[config.mk]
export PLATFORM = sky130hd
export DESIGN_NAME = tilt_gesture_wake_detector
export DESIGN_NICKNAME = d
export VERILOG_FILES = /design/src/rtl/tgw_pkg.sv /design/src/rtl/tgw_pose.sv /design/src/rtl/tilt_gesture_wake_detector.sv
export SDC_FILE = /design/constraint.sdc
export NUM_CORES = 1
export LEC_CHECK = 0
export BUFFER_PORTS_ARGS = -buffer_cell sky130_fd_sc_hd__buf_4
export CORE_MARGIN = 3
export CORE_UTILIZATION = 45
export CTS_BUF_LIST = sky130_fd_sc_hd__clkbuf_8
export DETAILED_ROUTE_END_ITERATION = 10
export PLACE_DENSITY = 0.73
export SLEW_MARGIN = 30
export SYNTH_ARGS = -nofsm -noshare
export SYNTH_HDL_FRONTEND = slang
export SYNTH_SLANG_ARGS = --single-unit
[constraint.sdc]
create_clock -name clk -period 11.5 [get_ports clk]
set_input_delay 1.15 -clock clk [delete_from_list [all_inputs] [get_ports clk]]
set_output_delay 1.15 -clock clk [all_outputs]
set_load 0.05 [all_outputs]
[src/rtl/tgw_pkg.sv]
// shared types and constants for the tilt gesture wake detector
package tgw_pkg;

  localparam int unsigned SampleW = 16;
  localparam int unsigned MagW    = SampleW + 1;
  localparam int unsigned RatioW  = 4;
  localparam int unsigned CountW  = 8;
  localparam int unsigned ProdW   = MagW + RatioW;
  localparam int unsigned CfgIdxW = 2;
  localparam int unsigned CfgDatW = 8;

  typedef enum logic [CfgIdxW-1:0] {
    CFG_WAKE_LIMIT  = 2'd0,
    CFG_SLEEP_LIMIT = 2'd1,
    CFG_RATIO_LIMIT = 2'd2
  } cfg_idx_t;

  localparam logic [CountW-1:0] WAKE_LIMIT_RST  = 8'd15;
  localparam logic [CountW-1:0] SLEEP_LIMIT_RST = 8'd25;
  localparam logic [RatioW-1:0] RATIO_LIMIT_RST = 4'd5;
  localparam logic [CountW-1:0] COUNT_TOP       = 8'hFF;

  typedef struct packed {
    logic signed [SampleW-1:0] accel_x;
    logic signed [SampleW-1:0] accel_y;
    logic signed [SampleW-1:0] accel_z;
    logic                      sample_valid;
  } in_word_t;

  typedef struct packed {
    logic              display_on;
    logic [CountW-1:0] run_count;
    logic              pose_match;
    logic              wake_pulse;
    logic              sleep_pulse;
  } out_word_t;

endpackage

[src/rtl/tgw_pose.sv]
// tilt pose test on one sample, exact integer compares
module tgw_pose (
  input  logic signed [tgw_pkg::SampleW-1:0] x,
  input  logic signed [tgw_pkg::SampleW-1:0] y,
  input  logic signed [tgw_pkg::SampleW-1:0] z,
  input  logic [tgw_pkg::RatioW-1:0]         ratio_limit,
  output logic                               match
);

  logic [tgw_pkg::MagW-1:0]  ext_x, ext_y, ext_z;
  logic [tgw_pkg::MagW-1:0]  mag_x, mag_y, mag_z;
  logic [tgw_pkg::ProdW-1:0] y_bound;
  logic                      nonzero, same_sign, x_small, y_in_ratio;

  assign ext_x = {x[tgw_pkg::SampleW-1], x};
  assign ext_y = {y[tgw_pkg::SampleW-1], y};
  assign ext_z = {z[tgw_pkg::SampleW-1], z};

  // 17-bit magnitudes so that -32768 stays exact
  assign mag_x = x[tgw_pkg::SampleW-1] ? (~ext_x + 1'b1) : ext_x;
  assign mag_y = y[tgw_pkg::SampleW-1] ? (~ext_y + 1'b1) : ext_y;
  assign mag_z = z[tgw_pkg::SampleW-1] ? (~ext_z + 1'b1) : ext_z;

  assign y_bound = tgw_pkg::ProdW'(ratio_limit) * tgw_pkg::ProdW'(mag_z);

  assign nonzero    = (y != '0) && (z != '0);
  assign same_sign  = (y[tgw_pkg::SampleW-1] == z[tgw_pkg::SampleW-1]);
  assign x_small    = (mag_x < mag_y) && (mag_x < mag_z);
  assign y_in_ratio = (tgw_pkg::ProdW'(mag_y) < y_bound);

  assign match = nonzero && same_sign && x_small && y_in_ratio;

endmodule

[src/rtl/tilt_gesture_wake_detector.sv]
// tilt gesture wake detector top level: sample register, pose test, wake/sleep counter
//
// in_word carries one accelerometer sample per word; sample_valid low means the
// read failed and the last held sample is tested again. every accepted input word
// produces exactly one out_word: screen state, run counter, pose result and
// wake/sleep pulses after that sample.
// each word passes the input register, then the pose test and counter
// update into the output register. one word per cycle is sustained while out_stall
// is low; the counter and screen state feed back within that single update stage.
// when out_stall is high the output register holds its word; in_stall rises
// only while the input register is full and cannot move on.
// cfg_ready is always high; writes to an unknown index are dropped. write the
// limits only while no words are in flight.
// synchronous reset clears both stages, sets the screen on, the counter and held
// sample to zero and the limits to 15 (wake), 25 (sleep) and 5 (y/z ratio).
module tilt_gesture_wake_detector (
  input  logic                           clk,
  input  logic                           rst_n,
  input  logic                           in_valid,
  output logic                           in_stall,
  input  tgw_pkg::in_word_t              in_word,
  output logic                           out_valid,
  input  logic                           out_stall,
  output tgw_pkg::out_word_t             out_word,
  input  logic                           cfg_valid,
  output logic                           cfg_ready,
  input  logic [tgw_pkg::CfgIdxW-1:0]    cfg_index,
  input  logic [tgw_pkg::CfgDatW-1:0]    cfg_data
);

  logic [tgw_pkg::CountW-1:0] wake_limit_r, sleep_limit_r;
  logic [tgw_pkg::RatioW-1:0] ratio_limit_r;

  logic                       s1_valid_r;
  tgw_pkg::in_word_t          s1_word_r;
  logic                       out_valid_r;
  tgw_pkg::out_word_t         out_word_r, out_word_nxt;

  logic signed [tgw_pkg::SampleW-1:0] held_x_r, held_y_r, held_z_r;
  logic signed [tgw_pkg::SampleW-1:0] cur_x, cur_y, cur_z;
  logic                       screen_r, screen_nxt;
  logic [tgw_pkg::CountW-1:0] count_r, count_nxt, count_bump;

  logic                       out_adv, s1_adv, in_take, match;

  assign cfg_ready = 1'b1;

  // output register frees up when empty or taken this cycle
  assign out_adv  = !out_valid_r || !out_stall;
  assign s1_adv   = s1_valid_r && out_adv;
  assign in_stall = s1_valid_r && !out_adv;
  assign in_take  = in_valid && !in_stall;

  assign out_valid = out_valid_r;
  assign out_word  = out_word_r;

  always_ff @(posedge clk) begin
    if (!rst_n) begin
      wake_limit_r  <= tgw_pkg::WAKE_LIMIT_RST;
      sleep_limit_r <= tgw_pkg::SLEEP_LIMIT_RST;
      ratio_limit_r <= tgw_pkg::RATIO_LIMIT_RST;
    end else if (cfg_valid && cfg_ready) begin
      case (tgw_pkg::cfg_idx_t'(cfg_index))
        tgw_pkg::CFG_WAKE_LIMIT:  wake_limit_r  <= cfg_data;
        tgw_pkg::CFG_SLEEP_LIMIT: sleep_limit_r <= cfg_data;
        tgw_pkg::CFG_RATIO_LIMIT: ratio_limit_r <= cfg_data[tgw_pkg::RatioW-1:0];
        default: ;
      endcase
    end
  end

  // held sample is replaced only by a valid read
  assign cur_x = s1_word_r.sample_valid ? s1_word_r.accel_x : held_x_r;
  assign cur_y = s1_word_r.sample_valid ? s1_word_r.accel_y : held_y_r;
  assign cur_z = s1_word_r.sample_valid ? s1_word_r.accel_z : held_z_r;

  tgw_pose u_pose (
    .x           (cur_x),
    .y           (cur_y),
    .z           (cur_z),
    .ratio_limit (ratio_limit_r),
    .match       (match)
  );

  assign count_bump = (count_r == tgw_pkg::COUNT_TOP) ? count_r : (count_r + 1'b1);

  always_comb begin
    screen_nxt   = screen_r;
    count_nxt    = count_r;
    out_word_nxt = '0;
    out_word_nxt.pose_match = match;
    if (!screen_r) begin
      // screen off: run of matches
      count_nxt = match ? count_bump : '0;
      if (count_nxt > wake_limit_r) begin
        screen_nxt = 1'b1;
        count_nxt  = '0;
        out_word_nxt.wake_pulse = 1'b1;
      end
    end else begin
      // screen on: run of misses
      count_nxt = match ? '0 : count_bump;
      if (count_nxt > sleep_limit_r) begin
        screen_nxt = 1'b0;
        count_nxt  = '0;
        out_word_nxt.sleep_pulse = 1'b1;
      end
    end
    out_word_nxt.display_on = screen_nxt;
    out_word_nxt.run_count  = count_nxt;
  end

  always_ff @(posedge clk) begin
    if (!rst_n) begin
      s1_valid_r  <= 1'b0;
      out_valid_r <= 1'b0;
      screen_r    <= 1'b1;
      count_r     <= '0;
      held_x_r    <= '0;
      held_y_r    <= '0;
      held_z_r    <= '0;
    end else begin
      if (in_take) begin
        s1_valid_r <= 1'b1;
      end else if (s1_adv) begin
        s1_valid_r <= 1'b0;
      end
      if (out_adv) begin
        out_valid_r <= s1_valid_r;
      end
      if (s1_adv) begin
        screen_r <= screen_nxt;
        count_r  <= count_nxt;
        held_x_r <= cur_x;
        held_y_r <= cur_y;
        held_z_r <= cur_z;
      end
    end
  end

  always_ff @(posedge clk) begin
    if (in_take) begin
      s1_word_r <= in_word;
    end
    if (s1_adv) begin
      out_word_r <= out_word_nxt;
    end
  end

`ifndef SYNTHESIS
  a_pulse_excl: assert property (@(posedge clk) disable iff (!rst_n)
    out_valid_r |-> !(out_word_r.wake_pulse && out_word_r.sleep_pulse))
    else $error("wake and sleep pulse in the same word");

  a_wake_word: assert property (@(posedge clk) disable iff (!rst_n)
    (out_valid_r && out_word_r.wake_pulse) |->
      (out_word_r.display_on && out_word_r.pose_match && out_word_r.run_count == '0))
    else $error("wake word with screen off, miss or nonzero count");

  a_sleep_word: assert property (@(posedge clk) disable iff (!rst_n)
    (out_valid_r && out_word_r.sleep_pulse) |->
      (!out_word_r.display_on && out_word_r.run_count == '0))
    else $error("sleep word with screen on or nonzero count");

  a_state_track: assert property (@(posedge clk) disable iff (!rst_n)
    s1_adv |=> (out_word_r.display_on == screen_r && out_word_r.run_count == count_r))
    else $error("output word out of step with counter state");
`endif

endmodule
==> out/metrics.yaml <==
drt:
  detail_route.wirelength.met1_um: 11160
  detailroute.wirelength.met3_um: 1181
  detailroute.via_count: 8477
  drt_first_pass_iters: 6
  detail_route.wl_per_cell_um: 16.04
  route.antenna.remaining_nets: 0
  route.detailed.vias_per_inst: 5.480
  totalWireLength_um: 24810
  top_signal_layer_used: "met4"
  met2RoutedLength_um: 11420
  drt_first_iter_violations: 550
  post-route-drc-count: 0
pwr:
  vdd_drop_max_v: 0.00009780
  power_density_nw_per_um2: 133.5
  power.static_leakage_nw: 5.150
critical_path:
  critPathKind: "flip-flop to flip-flop"
  timing.critical_path.required_ns: 11.86
  worst_setup_startpoint: "s1_word_r[0]"
  critical_path.reg2reg.startpoint: "s1_word_r[0]"
  crit_end_element: "flip-flop"
  cp.arrival_ns: 9.87
  critical_path.max_stage_delay_ns: 0.53
  r2r_slack_ns: 1.99
  r2r-end: "count_r[3]"
  cpMaxStageDelayCell: "fa_1"
  crit_path_start_kind: "flip-flop"
  worst-path-max-fanout: 30
  worstRegToRegCells: 37
global_routing:
  antenna_found_initial: 0
  grt_use_total_pct: 20.17
  grt-ovfl-total: 0
  grt_max_degree: 63
  first_global_vias: 8200
  grt_pass1_wl_um: 40210
synthesis:
  synth_area_per_cell_um2: 8.874
  synthesis.instances: 1176
  yosys.cell_types.count: 73
  synth_area_leaders: "edfxtp_1, dfxtp_1, ha_1"
  asyncSetResetFlopFracSynth_pct: 0
  synth_sequential_area_ratio_pct: 32.71
  postSynthRegisterBits: 140
  ys.warnings.count: 0
  synth_top_cell_by_area: "edfxtp_1"
  synthesis.area_um2: 10440
  ys.flop_type: "dfxtp_1"
  synth_enable_flop_cells: 61
  synth_largest_type_area_fraction_pct: 17.55
cells_and_area:
  synthToLayoutAreaGrowth_pct: 12.14
  post_route_cells_drive_above_1_share_pct: 11.49
  fill_cells: 2061
  post_layout_net_count: 1436
  area_of_the_multi_input_gates_um2: 6460
  layout.cell_area.non_filler_um2: 11700
  antenna_cells: 0
  seqCellArea_um2: 3413
worst_hold_path:
  min-delay-path-class: "flip-flop to flip-flop"
  worst_hold_end: "held_x_r[6]"
  hp-start: "held_x_r[6]"
  min_path_cells: 2
place:
  hpwlAfterDp_um: 19170
  gp_routability_congestion: 0.9411
  place_area_um2: 11310
  io_buffers: 77
clock_network:
  clock_sinks: 140
  tritoncts: "built"
  cts-resized-gates: 0
  cts-root-buf: "clkbuf_8"
  clock_latency_ns: 0.46
  cts_hold_buf: 0
  numCtsBuffers: 17
  cts.htree.levels: 4
  cts_post_setup_buffers_inserted: 0
  clk_pin_slew_worst_paths_ns: 0.09
  max-clock-path-buffers: 2
floorplanning:
  fp.dieW_um: 158.3
  io_pins: 79
  placeableCoreArea_um2: 22710
  core.rowCount: 55
  die_area_um2: 25060
  die_height_um: 158.3
  floorplan.initialDensity_pct: 45.96
sta:
  timing.slew.headroom_pct: 42.12
  fin_setup_tns_ns: 0
  final-setup-viol-count: 0
  slew_violations: 0
  grt_setup_unrepaired: "false"
  fmax_ghz: 0.1052
  layout_min_cycle_time_ns: 9.505
  setup_skew_after_layout_ns: 0.01933
  worstMarginPinSlew_ns: 0.8440
  timing_hold_violations_final: 0
  layout_worst_path_cycle_share_pct: 82.65
flow_run:
  timing.max_cap.violations: 0
run_status:
  status: "finished clean"
## where the power goes
part	internal, W	switching [W]
clock network	0.000182	0.000214
registers	0.000544	0.0000185
logic	0.000246	0.000358
## per-layer routing
| metal | track usage, % | vias to the layer above |
|---|---|---|
| met5 | 0 | - |
| met4 | 9.381 | 0 |
| met3 | 3.669 | 46 |
| met2 | 32.67 | 241 |
| met1 | 26.27 | 3969 |
| li1 | - | 4221 |
## placed cells by master, fill, tap and decap left out, types with 8 or more instances in the layout
| master | count |
|---|---|
| fa_1 | 30 |
| o21a_1 | 10 |
| buf_4 | 88 |
| o21ai_0 | 47 |
| a211oi_1 | 18 |
| mux2i_1 | 57 |
| xnor2_1 | 29 |
| and3_1 | 11 |
| nor3_1 | 20 |
| edfxtp_1 | 61 |
| and2_1 | 37 |
| nor2_1 | 82 |
| xor2_1 | 28 |
| clkbuf_8 | 18 |
| nor2b_1 | 22 |
| a21oi_1 | 83 |
| dfxtp_1 | 79 |
| a21o_1 | 23 |
| a31oi_1 | 9 |
| o211ai_1 | 8 |
| nand3_1 | 14 |
| nand2_1 | 140 |
| nand2b_1 | 14 |
| conb_1 | 10 |
| nand4_1 | 17 |
| ha_1 | 93 |
| inv_1 | 114 |
## how the worst max path moves through the flow
| stage | to | slack (ns) | cells past startpoint |
|---|---|---|---|
| after floorplan | count_r[6] | 3.21 | 39 |
| final | count_r[3] | 1.99 | 37 |
| after global placement | count_r[5] | 2.29 | 37 |
| after global routing | count_r[5] | 1.26 | 37 |
| after detailed placement | count_r[3] | 1.84 | 37 |
| after CTS | count_r[3] | 1.79 | 37 |
## area by class of cell
| class | instances | share of cell area (%) |
|---|---|---|
| Clock buffer | 18 | 2.117 |
| Clock inverter | 14 | 1.155 |
| Inverter | 114 | 3.678 |
| Multi-Input combinational cell | 888 | 55.20 |
| Sequential cell | 140 | 29.16 |
| Tap cell | 285 | 3.047 |
| Timing Repair Buffer | 88 | 5.645 |
## cells by family (layout without fill, tap and decap cells)
| group | count (synthesis) | count (layout) | share of synthesized area, % |
|---|---|---|---|
| mux | 62 | 62 | 6.030 |
| compound gates | 243 | 243 | 15.11 |
| buf+inv | 156 | 234 | 5.970 |
| fa+ha+maj | 123 | 123 | 16.90 |
| other cells | 2 | 10 | 0.07196 |
| flops | 140 | 140 | 32.71 |
| simple gates | 393 | 393 | 18.43 |
| xor+xnor | 57 | 57 | 4.784 |
## state kept, by name, indices dropped and copies added (netlist names), 8 cells and up
name / cells
wake_limit_r: 8
held_z_r: 16
held_x_r: 16
held_y_r: 16
sleep_limit_r: 8
out_word: 12
count_r: 8
s1_word_r: 49
## metrics by stage
stage / util, % / instances / hold WS [ns] / total power (W) / worst slack (ns)
after floorplan: - / 1184 / 0.4338 / 0.001019 / 3.209
after global placement: 49.79 / 1515 / 0.4391 / 0.001154 / 2.289
after detailed placement: 49.80 / 1515 / 0.4458 / 0.001171 / 1.842
after CTS: 51.49 / 1547 / 0.4591 / 0.001569 / 1.789
after global routing: 51.54 / 1547 / 0.4847 / 0.001682 / 1.259
final: 51.54 / 1547 / 0.4580 / 0.001563 / 1.995
## cells in the mapped netlist, drive strengths merged (6+ instances only)
cell and number:
nand4 17, nand3 14, nor2b 23, a211oi 18, nor3 21, a31oi 11, clkbuf 26, mux2i 58
dfxtp 79, nand2 140, inv 114, nand2b 14, o21a 10, o211ai 8, or3 6, edfxtp 61
xnor2 29, nor2 83, and3 11, a21o 23, a21oi 83, and2 37, o32ai 8, fa 30
o21ai 53, xor2 28, buf 16, ha 93
## worst max-delay path, delay by kind of cell (launching register included)
| kind | cells | cell delay [ns] |
|---|---|---|
| AOI/OAI and AO/OA | 17 | 3.94 |
| adders and majority gates | 6 | 2.16 |
| and+or+nand+nor | 8 | 1.49 |
| DFF | 1 | 0.51 |
| buffers and inverters | 3 | 0.49 |
| xor gates and xnor gates | 2 | 0.46 |
| muxes | 1 | 0.36 |
(Power assumes the default switching activity.)
